<file path="src/design/gbn_pkg.sv">
// Shared types, codes and parameter defaults of the Go-Back-N sender window.
package gbn_pkg;

    localparam int MAX_SEQ_DEF      = 7;
    localparam int PAYLOAD_BITS_DEF = 32;

    localparam logic [1:0] ACT_NEW     = 2'd0;
    localparam logic [1:0] ACT_ACK     = 2'd1;
    localparam logic [1:0] ACT_TIMEOUT = 2'd2;

    localparam logic [1:0] KIND_DATA    = 2'd0;
    localparam logic [1:0] KIND_REFUSED = 2'd1;
    localparam logic [1:0] KIND_ACK     = 2'd2;

    typedef enum logic {
        ST_IDLE,
        ST_RESEND
    } t_state;

endpackage

</file>
<file path="src/design/gbn_in_if.sv">
// Input channel of the sender window: action, payload and ack number.
interface gbn_in_if;
    logic        valid;
    logic        ready;
    logic [1:0]  action;
    logic [31:0] payload;
    logic [2:0]  ack_number;

    modport source (output valid, output action, output payload, output ack_number,
                    input ready);
    modport sink   (input valid, input action, input payload, input ack_number,
                    output ready);
endinterface

</file>
<file path="src/design/gbn_out_if.sv">
// Result channel of the sender window: one result item per transfer.
interface gbn_out_if;
    logic        valid;
    logic        ready;
    logic [1:0]  result_kind;
    logic [2:0]  frame_seq;
    logic [31:0] frame_payload;
    logic [2:0]  released_count;
    logic [2:0]  outstanding_after;
    logic        last;

    modport source (output valid, output result_kind, output frame_seq,
                    output frame_payload, output released_count,
                    output outstanding_after, output last, input ready);
    modport sink   (input valid, input result_kind, input frame_seq,
                    input frame_payload, input released_count,
                    input outstanding_after, input last, output ready);
endinterface

</file>
<file path="src/design/go_back_n_sender_window.sv">
// Go-Back-N sender window: a new payload or an acknowledgement gives one result in the
// next cycle; a timeout with N frames outstanding gives N results, one per cycle
// while the sink keeps up, through the single read port of the payload RAM, and the next item
// is taken no earlier than the edge at which the last of them leaves the output register.
// The payload RAM needs no clearing after reset; only outstanding entries are ever read.
module go_back_n_sender_window #(
    parameter int MAX_SEQ      = gbn_pkg::MAX_SEQ_DEF,
    parameter int PAYLOAD_BITS = gbn_pkg::PAYLOAD_BITS_DEF
) (
    input  logic             i_clk,
    input  logic             i_rst_n,
    gbn_in_if.sink           i_req,
    gbn_out_if.source        o_rsp
);

    localparam int SEQ_MOD = MAX_SEQ + 1;
    localparam int SEQ_W   = $clog2(SEQ_MOD);
    localparam int CNT_W   = SEQ_W;
    localparam int DIF_W   = ((SEQ_W > 3) ? SEQ_W : 3) + 1;
    localparam int STORE_W = (PAYLOAD_BITS < 32) ? PAYLOAD_BITS : 32;

    gbn_pkg::t_state r_state, n_state;

    logic [SEQ_W-1:0] r_next_seq, n_next_seq;
    logic [SEQ_W-1:0] r_oldest, n_oldest;
    logic [CNT_W-1:0] r_outstanding, n_outstanding;

    logic [SEQ_W-1:0] r_rd_seq;
    logic [CNT_W-1:0] r_rd_left;
    logic             r_pend;
    logic [SEQ_W-1:0] r_pend_seq;
    logic             r_pend_last;

    logic        r_o_valid, n_o_valid;
    logic [1:0]  r_o_kind, n_o_kind;
    logic [2:0]  r_o_seq, n_o_seq;
    logic [31:0] r_o_pay, n_o_pay;
    logic [2:0]  r_o_rel, n_o_rel;
    logic [2:0]  r_o_outs, n_o_outs;
    logic        r_o_last, n_o_last;

    logic               out_free;
    logic               in_ready;
    logic               accept;
    logic               rd_en;
    logic               pend_load;
    logic               full;
    logic               wr_en;
    logic [STORE_W-1:0] pay_masked;
    logic [STORE_W-1:0] rd_data;

    logic [DIF_W-1:0]   ack_ext;
    logic [DIF_W-1:0]   old_ext;
    logic [DIF_W-1:0]   ack_gap;
    logic               ack_hit;
    logic [CNT_W-1:0]   rel;
    logic [SEQ_W:0]     old_sum;

    function automatic logic [SEQ_W-1:0] seq_inc(input logic [SEQ_W-1:0] a);
        logic [SEQ_W-1:0] r;
        r = (a == SEQ_W'(MAX_SEQ)) ? '0 : a + 1'b1;
        return r;
    endfunction

    gbn_ram #(
        .WIDTH (STORE_W),
        .DEPTH (SEQ_MOD)
    ) u_store (
        .i_clk     (i_clk),
        .i_wr_en   (wr_en),
        .i_wr_addr (r_next_seq),
        .i_wr_data (pay_masked),
        .i_rd_en   (rd_en),
        .i_rd_addr (r_rd_seq),
        .o_rd_data (rd_data)
    );

    assign pay_masked = STORE_W'(i_req.payload);
    assign full       = (r_outstanding == CNT_W'(MAX_SEQ));

    // cumulative ack distance from the oldest unacked frame
    always_comb begin
        ack_ext = DIF_W'(i_req.ack_number);
        old_ext = DIF_W'(r_oldest);
        ack_gap = ack_ext - old_ext;
        if (ack_ext < old_ext) begin
            ack_gap = ack_gap + DIF_W'(SEQ_MOD);
        end
        ack_hit = (ack_ext < DIF_W'(SEQ_MOD)) && (ack_gap < DIF_W'(r_outstanding));
        rel     = ack_hit ? CNT_W'(ack_gap + 1'b1) : '0;
        old_sum = (SEQ_W+1)'(r_oldest) + (SEQ_W+1)'(rel);
        if (old_sum >= (SEQ_W+1)'(SEQ_MOD)) begin
            old_sum = old_sum - (SEQ_W+1)'(SEQ_MOD);
        end
    end

    // handshake and read control
    always_comb begin
        out_free  = !r_o_valid || o_rsp.ready;
        in_ready  = (r_state == gbn_pkg::ST_IDLE) && out_free;
        accept    = i_req.valid && in_ready;
        pend_load = r_pend && out_free;
        rd_en     = (r_state == gbn_pkg::ST_RESEND) && (r_rd_left != '0)
                    && (!r_pend || out_free);
        wr_en     = accept && (i_req.action == gbn_pkg::ACT_NEW) && !full;
    end

    // next state
    always_comb begin
        n_state = r_state;
        case (r_state)
            gbn_pkg::ST_IDLE: begin
                if (accept && (i_req.action == gbn_pkg::ACT_TIMEOUT)
                    && (r_outstanding != '0)) begin
                    n_state = gbn_pkg::ST_RESEND;
                end
            end
            gbn_pkg::ST_RESEND: begin
                if ((r_rd_left == '0) && !r_pend) begin
                    n_state = gbn_pkg::ST_IDLE;
                end
            end
            default: n_state = gbn_pkg::ST_IDLE;
        endcase
    end

    // window state and output register
    always_comb begin
        n_next_seq    = r_next_seq;
        n_oldest      = r_oldest;
        n_outstanding = r_outstanding;
        n_o_valid     = r_o_valid && !o_rsp.ready;
        n_o_kind      = r_o_kind;
        n_o_seq       = r_o_seq;
        n_o_pay       = r_o_pay;
        n_o_rel       = r_o_rel;
        n_o_outs      = r_o_outs;
        n_o_last      = r_o_last;
        if (accept) begin
            case (i_req.action)
                gbn_pkg::ACT_NEW: begin
                    n_o_valid = 1'b1;
                    n_o_last  = 1'b1;
                    n_o_rel   = '0;
                    if (full) begin
                        n_o_kind = gbn_pkg::KIND_REFUSED;
                        n_o_seq  = '0;
                        n_o_pay  = '0;
                        n_o_outs = 3'(r_outstanding);
                    end else begin
                        n_outstanding = r_outstanding + 1'b1;
                        n_next_seq    = seq_inc(r_next_seq);
                        n_o_kind      = gbn_pkg::KIND_DATA;
                        n_o_seq       = 3'(r_next_seq);
                        n_o_pay       = 32'(pay_masked);
                        n_o_outs      = 3'(n_outstanding);
                    end
                end
                gbn_pkg::ACT_ACK: begin
                    n_oldest      = SEQ_W'(old_sum);
                    n_outstanding = r_outstanding - rel;
                    n_o_valid     = 1'b1;
                    n_o_last      = 1'b1;
                    n_o_kind      = gbn_pkg::KIND_ACK;
                    n_o_seq       = '0;
                    n_o_pay       = '0;
                    n_o_rel       = 3'(rel);
                    n_o_outs      = 3'(n_outstanding);
                end
                default: begin
                end
            endcase
        end else if (pend_load) begin
            n_o_valid = 1'b1;
            n_o_kind  = gbn_pkg::KIND_DATA;
            n_o_seq   = 3'(r_pend_seq);
            n_o_pay   = 32'(rd_data);
            n_o_rel   = '0;
            n_o_outs  = 3'(r_outstanding);
            n_o_last  = r_pend_last;
        end
    end

    always_ff @(posedge i_clk) begin
        if (!i_rst_n) begin
            r_state       <= gbn_pkg::ST_IDLE;
            r_next_seq    <= '0;
            r_oldest      <= '0;
            r_outstanding <= '0;
            r_rd_left     <= '0;
            r_pend        <= 1'b0;
            r_o_valid     <= 1'b0;
        end else begin
            r_state       <= n_state;
            r_next_seq    <= n_next_seq;
            r_oldest      <= n_oldest;
            r_outstanding <= n_outstanding;
            r_o_valid     <= n_o_valid;
            if (accept && (i_req.action == gbn_pkg::ACT_TIMEOUT)) begin
                r_rd_left <= r_outstanding;
            end else if (rd_en) begin
                r_rd_left <= r_rd_left - 1'b1;
            end
            if (rd_en) begin
                r_pend <= 1'b1;
            end else if (pend_load) begin
                r_pend <= 1'b0;
            end
        end
    end

    always_ff @(posedge i_clk) begin
        r_o_kind <= n_o_kind;
        r_o_seq  <= n_o_seq;
        r_o_pay  <= n_o_pay;
        r_o_rel  <= n_o_rel;
        r_o_outs <= n_o_outs;
        r_o_last <= n_o_last;
        if (accept && (i_req.action == gbn_pkg::ACT_TIMEOUT)) begin
            r_rd_seq <= r_oldest;
        end else if (rd_en) begin
            r_rd_seq <= seq_inc(r_rd_seq);
        end
        if (rd_en) begin
            r_pend_seq  <= r_rd_seq;
            r_pend_last <= (r_rd_left == CNT_W'(1));
        end
    end

    assign i_req.ready             = in_ready;
    assign o_rsp.valid             = r_o_valid;
    assign o_rsp.result_kind       = r_o_kind;
    assign o_rsp.frame_seq         = r_o_seq;
    assign o_rsp.frame_payload     = r_o_pay;
    assign o_rsp.released_count    = r_o_rel;
    assign o_rsp.outstanding_after = r_o_outs;
    assign o_rsp.last              = r_o_last;

endmodule

</file>
<file path="src/design/gbn_ram.sv">
// Generic simple dual-port RAM, one write port, one registered read port.
module gbn_ram #(
    parameter int WIDTH = 32,
    parameter int DEPTH = 8,
    localparam int ADDR_W = (DEPTH > 1) ? $clog2(DEPTH) : 1
) (
    input  logic              i_clk,
    input  logic              i_wr_en,
    input  logic [ADDR_W-1:0] i_wr_addr,
    input  logic [WIDTH-1:0]  i_wr_data,
    input  logic              i_rd_en,
    input  logic [ADDR_W-1:0] i_rd_addr,
    output logic [WIDTH-1:0]  o_rd_data
);

    logic [WIDTH-1:0] r_mem [DEPTH];
    logic [WIDTH-1:0] r_rd_data;

    always_ff @(posedge i_clk) begin
        if (i_wr_en) begin
            r_mem[i_wr_addr] <= i_wr_data;
        end
        if (i_rd_en) begin
            r_rd_data <= r_mem[i_rd_addr];
        end
    end

    assign o_rd_data = r_rd_data;

endmodule

</file>
<file path="src/flat_wrapper.sv">
// flat-port wrapper written by rule: the top's interface ports become plain ports
module go_back_n_sender_window_flat 
#(
    parameter int MAX_SEQ      = gbn_pkg::MAX_SEQ_DEF,
    parameter int PAYLOAD_BITS = gbn_pkg::PAYLOAD_BITS_DEF
)
  (i_clk, i_rst_n, i_req_valid, i_req_action, i_req_payload, i_req_ack_number, i_req_ready, o_rsp_valid, o_rsp_result_kind, o_rsp_frame_seq, o_rsp_frame_payload, o_rsp_released_count, o_rsp_outstanding_after, o_rsp_last, o_rsp_ready);
  gbn_in_if i_req_i ();
  gbn_out_if o_rsp_i ();
  input  logic i_clk;
  input  logic i_rst_n;
  input wire logic [$bits(i_req_i.valid)-1:0] i_req_valid;
  input wire logic [$bits(i_req_i.action)-1:0] i_req_action;
  input wire logic [$bits(i_req_i.payload)-1:0] i_req_payload;
  input wire logic [$bits(i_req_i.ack_number)-1:0] i_req_ack_number;
  output wire logic [$bits(i_req_i.ready)-1:0] i_req_ready;
  output wire logic [$bits(o_rsp_i.valid)-1:0] o_rsp_valid;
  output wire logic [$bits(o_rsp_i.result_kind)-1:0] o_rsp_result_kind;
  output wire logic [$bits(o_rsp_i.frame_seq)-1:0] o_rsp_frame_seq;
  output wire logic [$bits(o_rsp_i.frame_payload)-1:0] o_rsp_frame_payload;
  output wire logic [$bits(o_rsp_i.released_count)-1:0] o_rsp_released_count;
  output wire logic [$bits(o_rsp_i.outstanding_after)-1:0] o_rsp_outstanding_after;
  output wire logic [$bits(o_rsp_i.last)-1:0] o_rsp_last;
  input wire logic [$bits(o_rsp_i.ready)-1:0] o_rsp_ready;
  assign i_req_i.valid = i_req_valid;
  assign i_req_i.action = i_req_action;
  assign i_req_i.payload = i_req_payload;
  assign i_req_i.ack_number = i_req_ack_number;
  assign i_req_ready = i_req_i.ready;
  assign o_rsp_valid = o_rsp_i.valid;
  assign o_rsp_result_kind = o_rsp_i.result_kind;
  assign o_rsp_frame_seq = o_rsp_i.frame_seq;
  assign o_rsp_frame_payload = o_rsp_i.frame_payload;
  assign o_rsp_released_count = o_rsp_i.released_count;
  assign o_rsp_outstanding_after = o_rsp_i.outstanding_after;
  assign o_rsp_last = o_rsp_i.last;
  assign o_rsp_i.ready = o_rsp_ready;
  go_back_n_sender_window #(.MAX_SEQ(MAX_SEQ), .PAYLOAD_BITS(PAYLOAD_BITS)) u_core (.i_clk(i_clk), .i_rst_n(i_rst_n), .i_req(i_req_i), .o_rsp(o_rsp_i));
endmodule
</file>
<file path="config.mk">
export PLATFORM = sky130hd
export DESIGN_NAME = go_back_n_sender_window_flat
export DESIGN_NICKNAME = d
export VERILOG_FILES = /design/src/design/gbn_pkg.sv /design/src/design/gbn_in_if.sv /design/src/design/gbn_out_if.sv /design/src/design/go_back_n_sender_window.sv /design/src/design/gbn_ram.sv /design/src/flat_wrapper.sv
export SDC_FILE = /design/constraint.sdc
export NUM_CORES = 1
export LEC_CHECK = 0
export ABC_AREA = 1
export ABC_CLOCK_PERIOD_IN_PS = 5400
export BUFFER_PORTS_ARGS = -buffer_cell sky130_fd_sc_hd__buf_2
export CAP_MARGIN = 0
export CORE_AREA = 2 2 204 146
export DETAILED_ROUTE_END_ITERATION = 6
export DIE_AREA = 0 0 206 148
export PLACE_DENSITY_LB_ADDON = 0.15
export SLEW_MARGIN = 0
export SYNTH_ARGS = -nofsm -noshare
export SYNTH_HDL_FRONTEND = slang
export SYNTH_HIERARCHICAL = 1
export SYNTH_SLANG_ARGS = --single-unit
</file>
<file path="constraint.sdc">
create_clock -name i_clk -period 5.4 [get_ports i_clk]
set_clock_uncertainty 0.15 [all_clocks]
set_input_delay 1.62 -clock i_clk [delete_from_list [all_inputs] [get_ports i_clk]]
set_output_delay 1.62 -clock i_clk [all_outputs]
set_load 0.05 [all_outputs]
</file>
# Word level (Yosys, flattened, before mapping)
# Memories as Yosys holds them, arrays and structs flattened. A register that Yosys moved wholly into a read port is not among the register bits.
# Index checks and enable logic that the tools add are counted.
# Widths: inputs -> output; s select.
[word_totals]
ff_bits = 66
ram_bits = 256
in_bits = 41
out_inout_bits = 46
elab_cells = 112
n_memories = 1
[op_classes]
addsub = 10
magnitude_cmp = 3
eq_ne = 8
muxes = 41
n_bitwise = 2
reduce_logical = 31
[mem_list]
columns = ["memory", "depth", "word_bits", "read_ports", "rd_clocked_by_memory_dff", "write_ports", "line", "source"]
rows = [
  ["u_core.u_store.r_mem", 8, 32, 1, 1, 1, "gbn_ram.sv:16", "logic [WIDTH-1:0] r_mem [DEPTH];"],
]
[ops]
columns = ["operator", "n"]
rows = [
  ["$mux 32", 3],
  ["$pmux 32 s2", 1],
  ["$mux 3", 16],
  ["$pmux 3 s2", 3],
  ["$mux 1", 13],
  ["$add 3x1->3 const B", 4],
  ["$logic_and 1x1->1", 11],
  ["$eq 3x3->1 const B", 3],
  ["$reduce_and 2->1", 4],
  ["$reduce_bool 2->1", 4],
  ["$reduce_bool 3->1", 2],
  ["$sub 3x1->3 const B", 2],
  ["$add 3x3->4", 1],
  ["$add 4x4->4 const B", 1],
  ["$ge 4x4->1 const B", 1],
  ["$logic_not 1->1", 4],
  ["$lt 4x3->1", 1],
  ["$mux 2", 2],
  ["$mux 4", 1],
  ["$pmux 2 s2", 1],
  ["$sub 3x3->4", 1],
  ["$eq 3x1->1 const B", 1],
  ["$logic_not 3->1", 1],
  ["$lt 3x3->1", 1],
  ["11 further kinds", 13],
]

# Longest topological paths before layout
[depth]
depth_word = 8
ltp_mapped = 19

# Hierarchy
# The synthesis kept the hierarchy.
[modules_own_cells]
columns = ["module", "n_inst", "cells_each", "area_each_um2", "seq_area_each_um2"]
rows = [
  ["gbn_ram", 1, 1156, 12192.9, 8648.3],
  ["go_back_n_sender_window", 1, 344, 3335.7, 1831.8],
]

# Least setup slack after synthesis
# Ideal clock, no wire load.
[synth_timing]
path_kind = "input to register"
start = "input o_rsp_ready"
end = "register u_core.r_o_pay[0], in the netlist u_core/o_rsp.frame_payload[0], enable pin"
setup_ns = 0.450
arrival_ns = 4.045
setup_slack_ns = 0.755
stages = 5
cell_sequence = "nor2_4 nor2_8 nand2_4 inv_2 o21ai_1"
[synth_via]
elab_chain_cells = 5
[synth_lines]
columns = ["item", "line", "source"]
rows = [
  ["start: declaration", "flat_wrapper.sv:24", "input wire logic [$bits(o_rsp_i.ready)-1:0] o_rsp_ready;"],
  ["$logic_or 1x1->1 (*)", "go_back_n_sender_window.sv:99", "out_free = !r_o_valid || o_rsp.ready;"],
  ["$logic_and 1x1->1 (*)", "go_back_n_sender_window.sv:100", "in_ready = (r_state == gbn_pkg::ST_IDLE) && out_free;"],
  ["via i_req_ready", "flat_wrapper.sv:16", "output wire logic [$bits(i_req_i.ready)-1:0] i_req_ready;"],
  ["$logic_and 1x1->1 (*)", "go_back_n_sender_window.sv:101", "accept = i_req.valid && in_ready;"],
  ["$ne 3x3->1 (no source line) / $reduce_bool 2->1 (equally long branches)", "--", ""],
  ["$reduce_and 2->1 (no source line) (*)", "--", ""],
  ["end signal: assignment", "go_back_n_sender_window.sv:215", "r_o_pay <= n_o_pay;"],
  ["end: declaration", "go_back_n_sender_window.sv:37", "logic [31:0] r_o_pay, n_o_pay;"],
]
# The timed path passes the listed nets; every way through them passes the cells marked *.
# A chain may end at the register's enable or synchronous reset.

# Worst setup path in the final report
[layout_timing]
start = "input i_req_ack_number[0]"
end = "register u_core.r_oldest[2]"
[layout_via]
elab_chain_cells = 8
[layout_lines]
columns = ["item", "line", "source"]
rows = [
  ["start: declaration", "flat_wrapper.sv:15", "input wire logic [$bits(i_req_i.ack_number)-1:0] i_req_ack_number;"],
  ["$sub 3x3->4", "go_back_n_sender_window.sv:85", "ack_gap = ack_ext - old_ext;"],
  ["$add 4x4->4", "go_back_n_sender_window.sv:87", "ack_gap = ack_gap + DIF_W'(SEQ_MOD);"],
  ["$mux 4 (*)", "go_back_n_sender_window.sv:86", "if (ack_ext < old_ext) begin"],
  ["$lt 4x3->1 / $add 3x1->3 (equally long branches)", "go_back_n_sender_window.sv:89, go_back_n_sender_window.sv:90", ""],
  ["$mux 3 (*)", "go_back_n_sender_window.sv:90", "rel = ack_hit ? CNT_W'(ack_gap + 1'b1) : '0;"],
  ["via u_core.rel[0]", "go_back_n_sender_window.sv:56", "logic [CNT_W-1:0] rel;"],
  ["$add 3x3->4 (*)", "go_back_n_sender_window.sv:91", "old_sum = (SEQ_W+1)'(r_oldest) + (SEQ_W+1)'(rel);"],
  ["$ge 4x4->1 / $sub 3x1->3 (equally long branches)", "go_back_n_sender_window.sv:92, go_back_n_sender_window.sv:93", ""],
  ["$mux 3 (*)", "go_back_n_sender_window.sv:92", "if (old_sum >= (SEQ_W+1)'(SEQ_MOD)) begin"],
  ["end signal: assignment", "go_back_n_sender_window.sv:196", "r_oldest <= n_oldest;"],
  ["end: declaration", "go_back_n_sender_window.sv:25", "logic [SEQ_W-1:0] r_oldest, n_oldest;"],
]
# Marked as above.

==> flow_summary.yaml <==
sta:
  holdWs_ns: 0.365
  min_period_ns: 4.56
  finalCritPeriodShare: 0.845
  setup-violations-final: 0
  max_slew_margin: 0.302
  maxSlewViolCount: 0
  rsz0062_at_grt: "no"
  finalHoldViolations: 0
  worst_pin_slew_ns: 1.04
  fmax_mhz: 219
  finalSetupTns_ns: 0
worst_setup_path:
  slowest_stage: "fa_1"
  start_kind: "input port"
  reg2reg_depth: 17
  arrival_ns: 4.83
  crit_type: "in2reg"
  timing.critical_path.cells: "buf_2 -> inv_1 -> ha_1 -> inv_1 -> fa_1 -> fa_1 -> ha_1 -> a21oi_1 -> nand2_1 -> nor2_1 -> ha_1 -> inv_1 -> fa_1 -> inv_1 -> nand4_1 -> nand3_2 -> nand2_1 -> nand2_1 -> nor2_1"
  crit_buf_inv: 5
  r2r-end: "u_core/r_oldest[2]"
  r2r-start: "u_core/r_oldest[0]"
  slowest_delay_ns: 0.58
  cpMostUsedCell: "inv_1"
  cp.required_ns: 5.67
  worst_path_dominant_cell_family: "adder cells"
  endpoint_kind: "flip-flop"
  rrSetupSlack_ns: 1.61
  critical_path_peak_fanout: 4
layout:
  area_growth_syn_to_layout_pct: 11.6
  n_fill_cell: 2350
  drive_gt1_frac: 0.113
  finish.net_count: 1645
  fin_cells: 1984
power:
  irDropWorstVdd_mv: 0.214
  total_power_mw: 5.71
  power_density_nw_per_um2: 330
  p_leak_nw: 7.66
clock_network:
  hold_buffers: 0
  cts_tree: "built"
  cts_buffers: 36
  cts_root_buf: "clkbuf_16"
  cts.repair.resized: 0
  post_cts_buffers: 0
  clock_tree.buffer_depth: 3
  cts_max_level: 2
  clk_latency_ns: 0.52
  clk_pin_slew_ns: 0.06
  cts.sinks: 354
synthesis:
  syn_nets: 1562
  synth_largest_area_cell: "edfxtp_1"
  syn_area_um2: 15500
  synth_area_per_cell_um2: 10.4
  synth_warnings: 6
  ys_ff_latch: 354
  synth_seq_area_share: 0.675
  synth_cell_types: 36
  synth_top_area_share: 0.656
  syn_inst: 1500
  synth.area.top_cells: "edfxtp_1 66%, nand2_1 12%, inv_1 6.9%"
detailed_routing:
  dr.pass1.iters: 5
  ant_nets: 0
  viasPerCell: 5.08
  wl_per_cell_um: 17.3
  wl_um: 34400
  via_count: 10100
  initialDrtViolationCount: 904
  drc_errors: 0
grt:
  antenna_found_initial: 1
  grt_overflow: 0
  grt_max_degree: 83
  grt_pass1_vias: 9534
  grt_usage: 0.233
  grt_pass1_wl_um: 53800
min_path:
  whs_path_depth: 2
  hold_path.startpoint: "u_core/r_pend"
  hold_path_class: "reg2reg"
  hold_end: "u_core/r_pend"
place:
  numPlacedInstances: 1923
  hpwlAfterDp_um: 18900
  place_congestion: 0.845
  port_buffers: 86
floorplanning:
  core_area_um2: 28500
  die_area_um2: 30500
  die_h_um: 148
  ioPinCount: 87
  start_util: 0.545
  rows: 52
  die_w_um: 206
status:
  status: "completed"
run:
  maxCapViolations: 0
-- stage by stage --
stage | setup WS (ns) | utilization | area [µm²]
3_3_place_gp | 0.496 | 0.572 | 16300
2_1_floorplan | 0.755 | - | 15500
5_1_grt | 0.594 | 0.608 | 17300
6_report | 0.836 | 0.608 | 17300
3_5_place_dp | 0.358 | 0.572 | 16300
4_1_cts | 0.891 | 0.608 | 17300
-- worst min-delay path, cell delays in order, from the launching register on --
cell and delay, ns:
dfxtp_1 0.32, nand2_1 0.09, a21oi_1 0.06
-- layout make-up --
type | instances | area (µm²) | share of cell area
sequential | 354 | 10500 | 0.605
timing repair buffer | 105 | 586 | 0.0338
clock buffer | 48 | 977 | 0.0564
antenna | 1 | 2.50 | 0.000144
tap | 378 | 473 | 0.0273
inverter | 295 | 1110 | 0.0640
clock inverter | 12 | 53.8 | 0.00310
multi-input combinational | 791 | 3650 | 0.211
-- where the power goes --
part	total [mW]	leakage, nW	switching (mW)	internal (mW)
sequential	3.07	3.20	0.0155	3.05
clock	2.26	0.503	0.997	1.26
combinational	0.386	3.96	0.288	0.0981
total	5.71	7.66	1.30	4.41
-- placed cells by master (no fill, tap or decap), types with 4 or more instances in the layout --
cell | Yosys | layout
a21oi_1 | 10 | 10
buf_2 | 29 | 86
buf_4 | 5 | 18
clkbuf_1 | 7 | 10
clkbuf_16 | 0 | 37
clkinv_1 | 0 | 9
clkinv_2 | 0 | 4
dfxtp_1 | 15 | 15
edfxtp_1 | 339 | 339
fa_1 | 4 | 4
ha_1 | 17 | 17
inv_1 | 285 | 284
inv_2 | 10 | 9
nand2_1 | 517 | 517
nand3_1 | 132 | 132
nor2_1 | 30 | 22
nor2_4 | 4 | 12
o21ai_0 | 12 | 12
o21ai_1 | 40 | 39
-- registers in the layout, summed over array words and instances (netlist names) --
| register | count |
|---|---|
| u_core/o_rsp.frame_payload | 32 |
| u_core/o_rsp.outstanding_after | 3 |
| u_core/r_pend | 1 |
| u_core/o_rsp.last | 1 |
| u_core/r_oldest | 3 |
| u_core/o_rsp.valid | 1 |
| u_core/u_store/o_rd_data | 32 |
| u_core/r_rd_seq | 3 |
| u_core/r_pend_seq | 3 |
| u_core/r_state | 1 |
| u_core/r_next_seq | 3 |
| u_core/o_rsp.released_count | 3 |
| u_core/r_rd_left | 3 |
| u_core/o_rsp.frame_seq | 3 |
| u_core/o_rsp.result_kind | 2 |
| u_core/u_store/r_mem | 256 |
| u_core/r_pend_last | 1 |
| u_core/r_outstanding | 3 |
-- how the worst max path moves through the flow --
stage	from	end	slack, ns	cells past startpoint
floorplan	o_rsp_ready	u_core/o_rsp.frame_payload[0]	0.75	5
global placement	i_req_ack_number[0]	u_core/r_oldest[2]	0.50	19
detailed placement	i_req_ack_number[0]	u_core/r_oldest[2]	0.36	19
CTS	i_req_ack_number[0]	u_core/r_oldest[2]	0.89	19
global route	i_req_ack_number[0]	u_core/o_rsp.outstanding_after[2]	0.59	17
finish	i_req_ack_number[0]	u_core/r_oldest[2]	0.84	19
-- cell families after synthesis --
logic type	share of synthesized area
and+or+nand+nor	0.186
buffers and inverters	0.0947
xor gates and xnor gates	0.00169
AOI/OAI and AO/OA	0.0243
DFF	0.675
adders and majority gates	0.0189
-- synth_stat cells (all sizes together) --
cell type and count:
nor3 3, or2 1, nand2 520, clkbuf 7
a211oi 2, buf 53, xnor2 1, ha 17
a31oi 1, nand3b 1, nor2 36, nand3 133
inv 295, edfxtp 339, nand4 2, xor2 2
a21oi 11, fa 4, o31ai 2, dfxtp 15
o22ai 2, o21ai 53
-- routing by layer --
metal	routed length [µm]	track usage
met5	0	0
met3	2290	0.0353
met1	16000	0.348
met2	15700	0.364
met4	466	0.0511
Note: power is estimated with default switching activity, not from simulation.
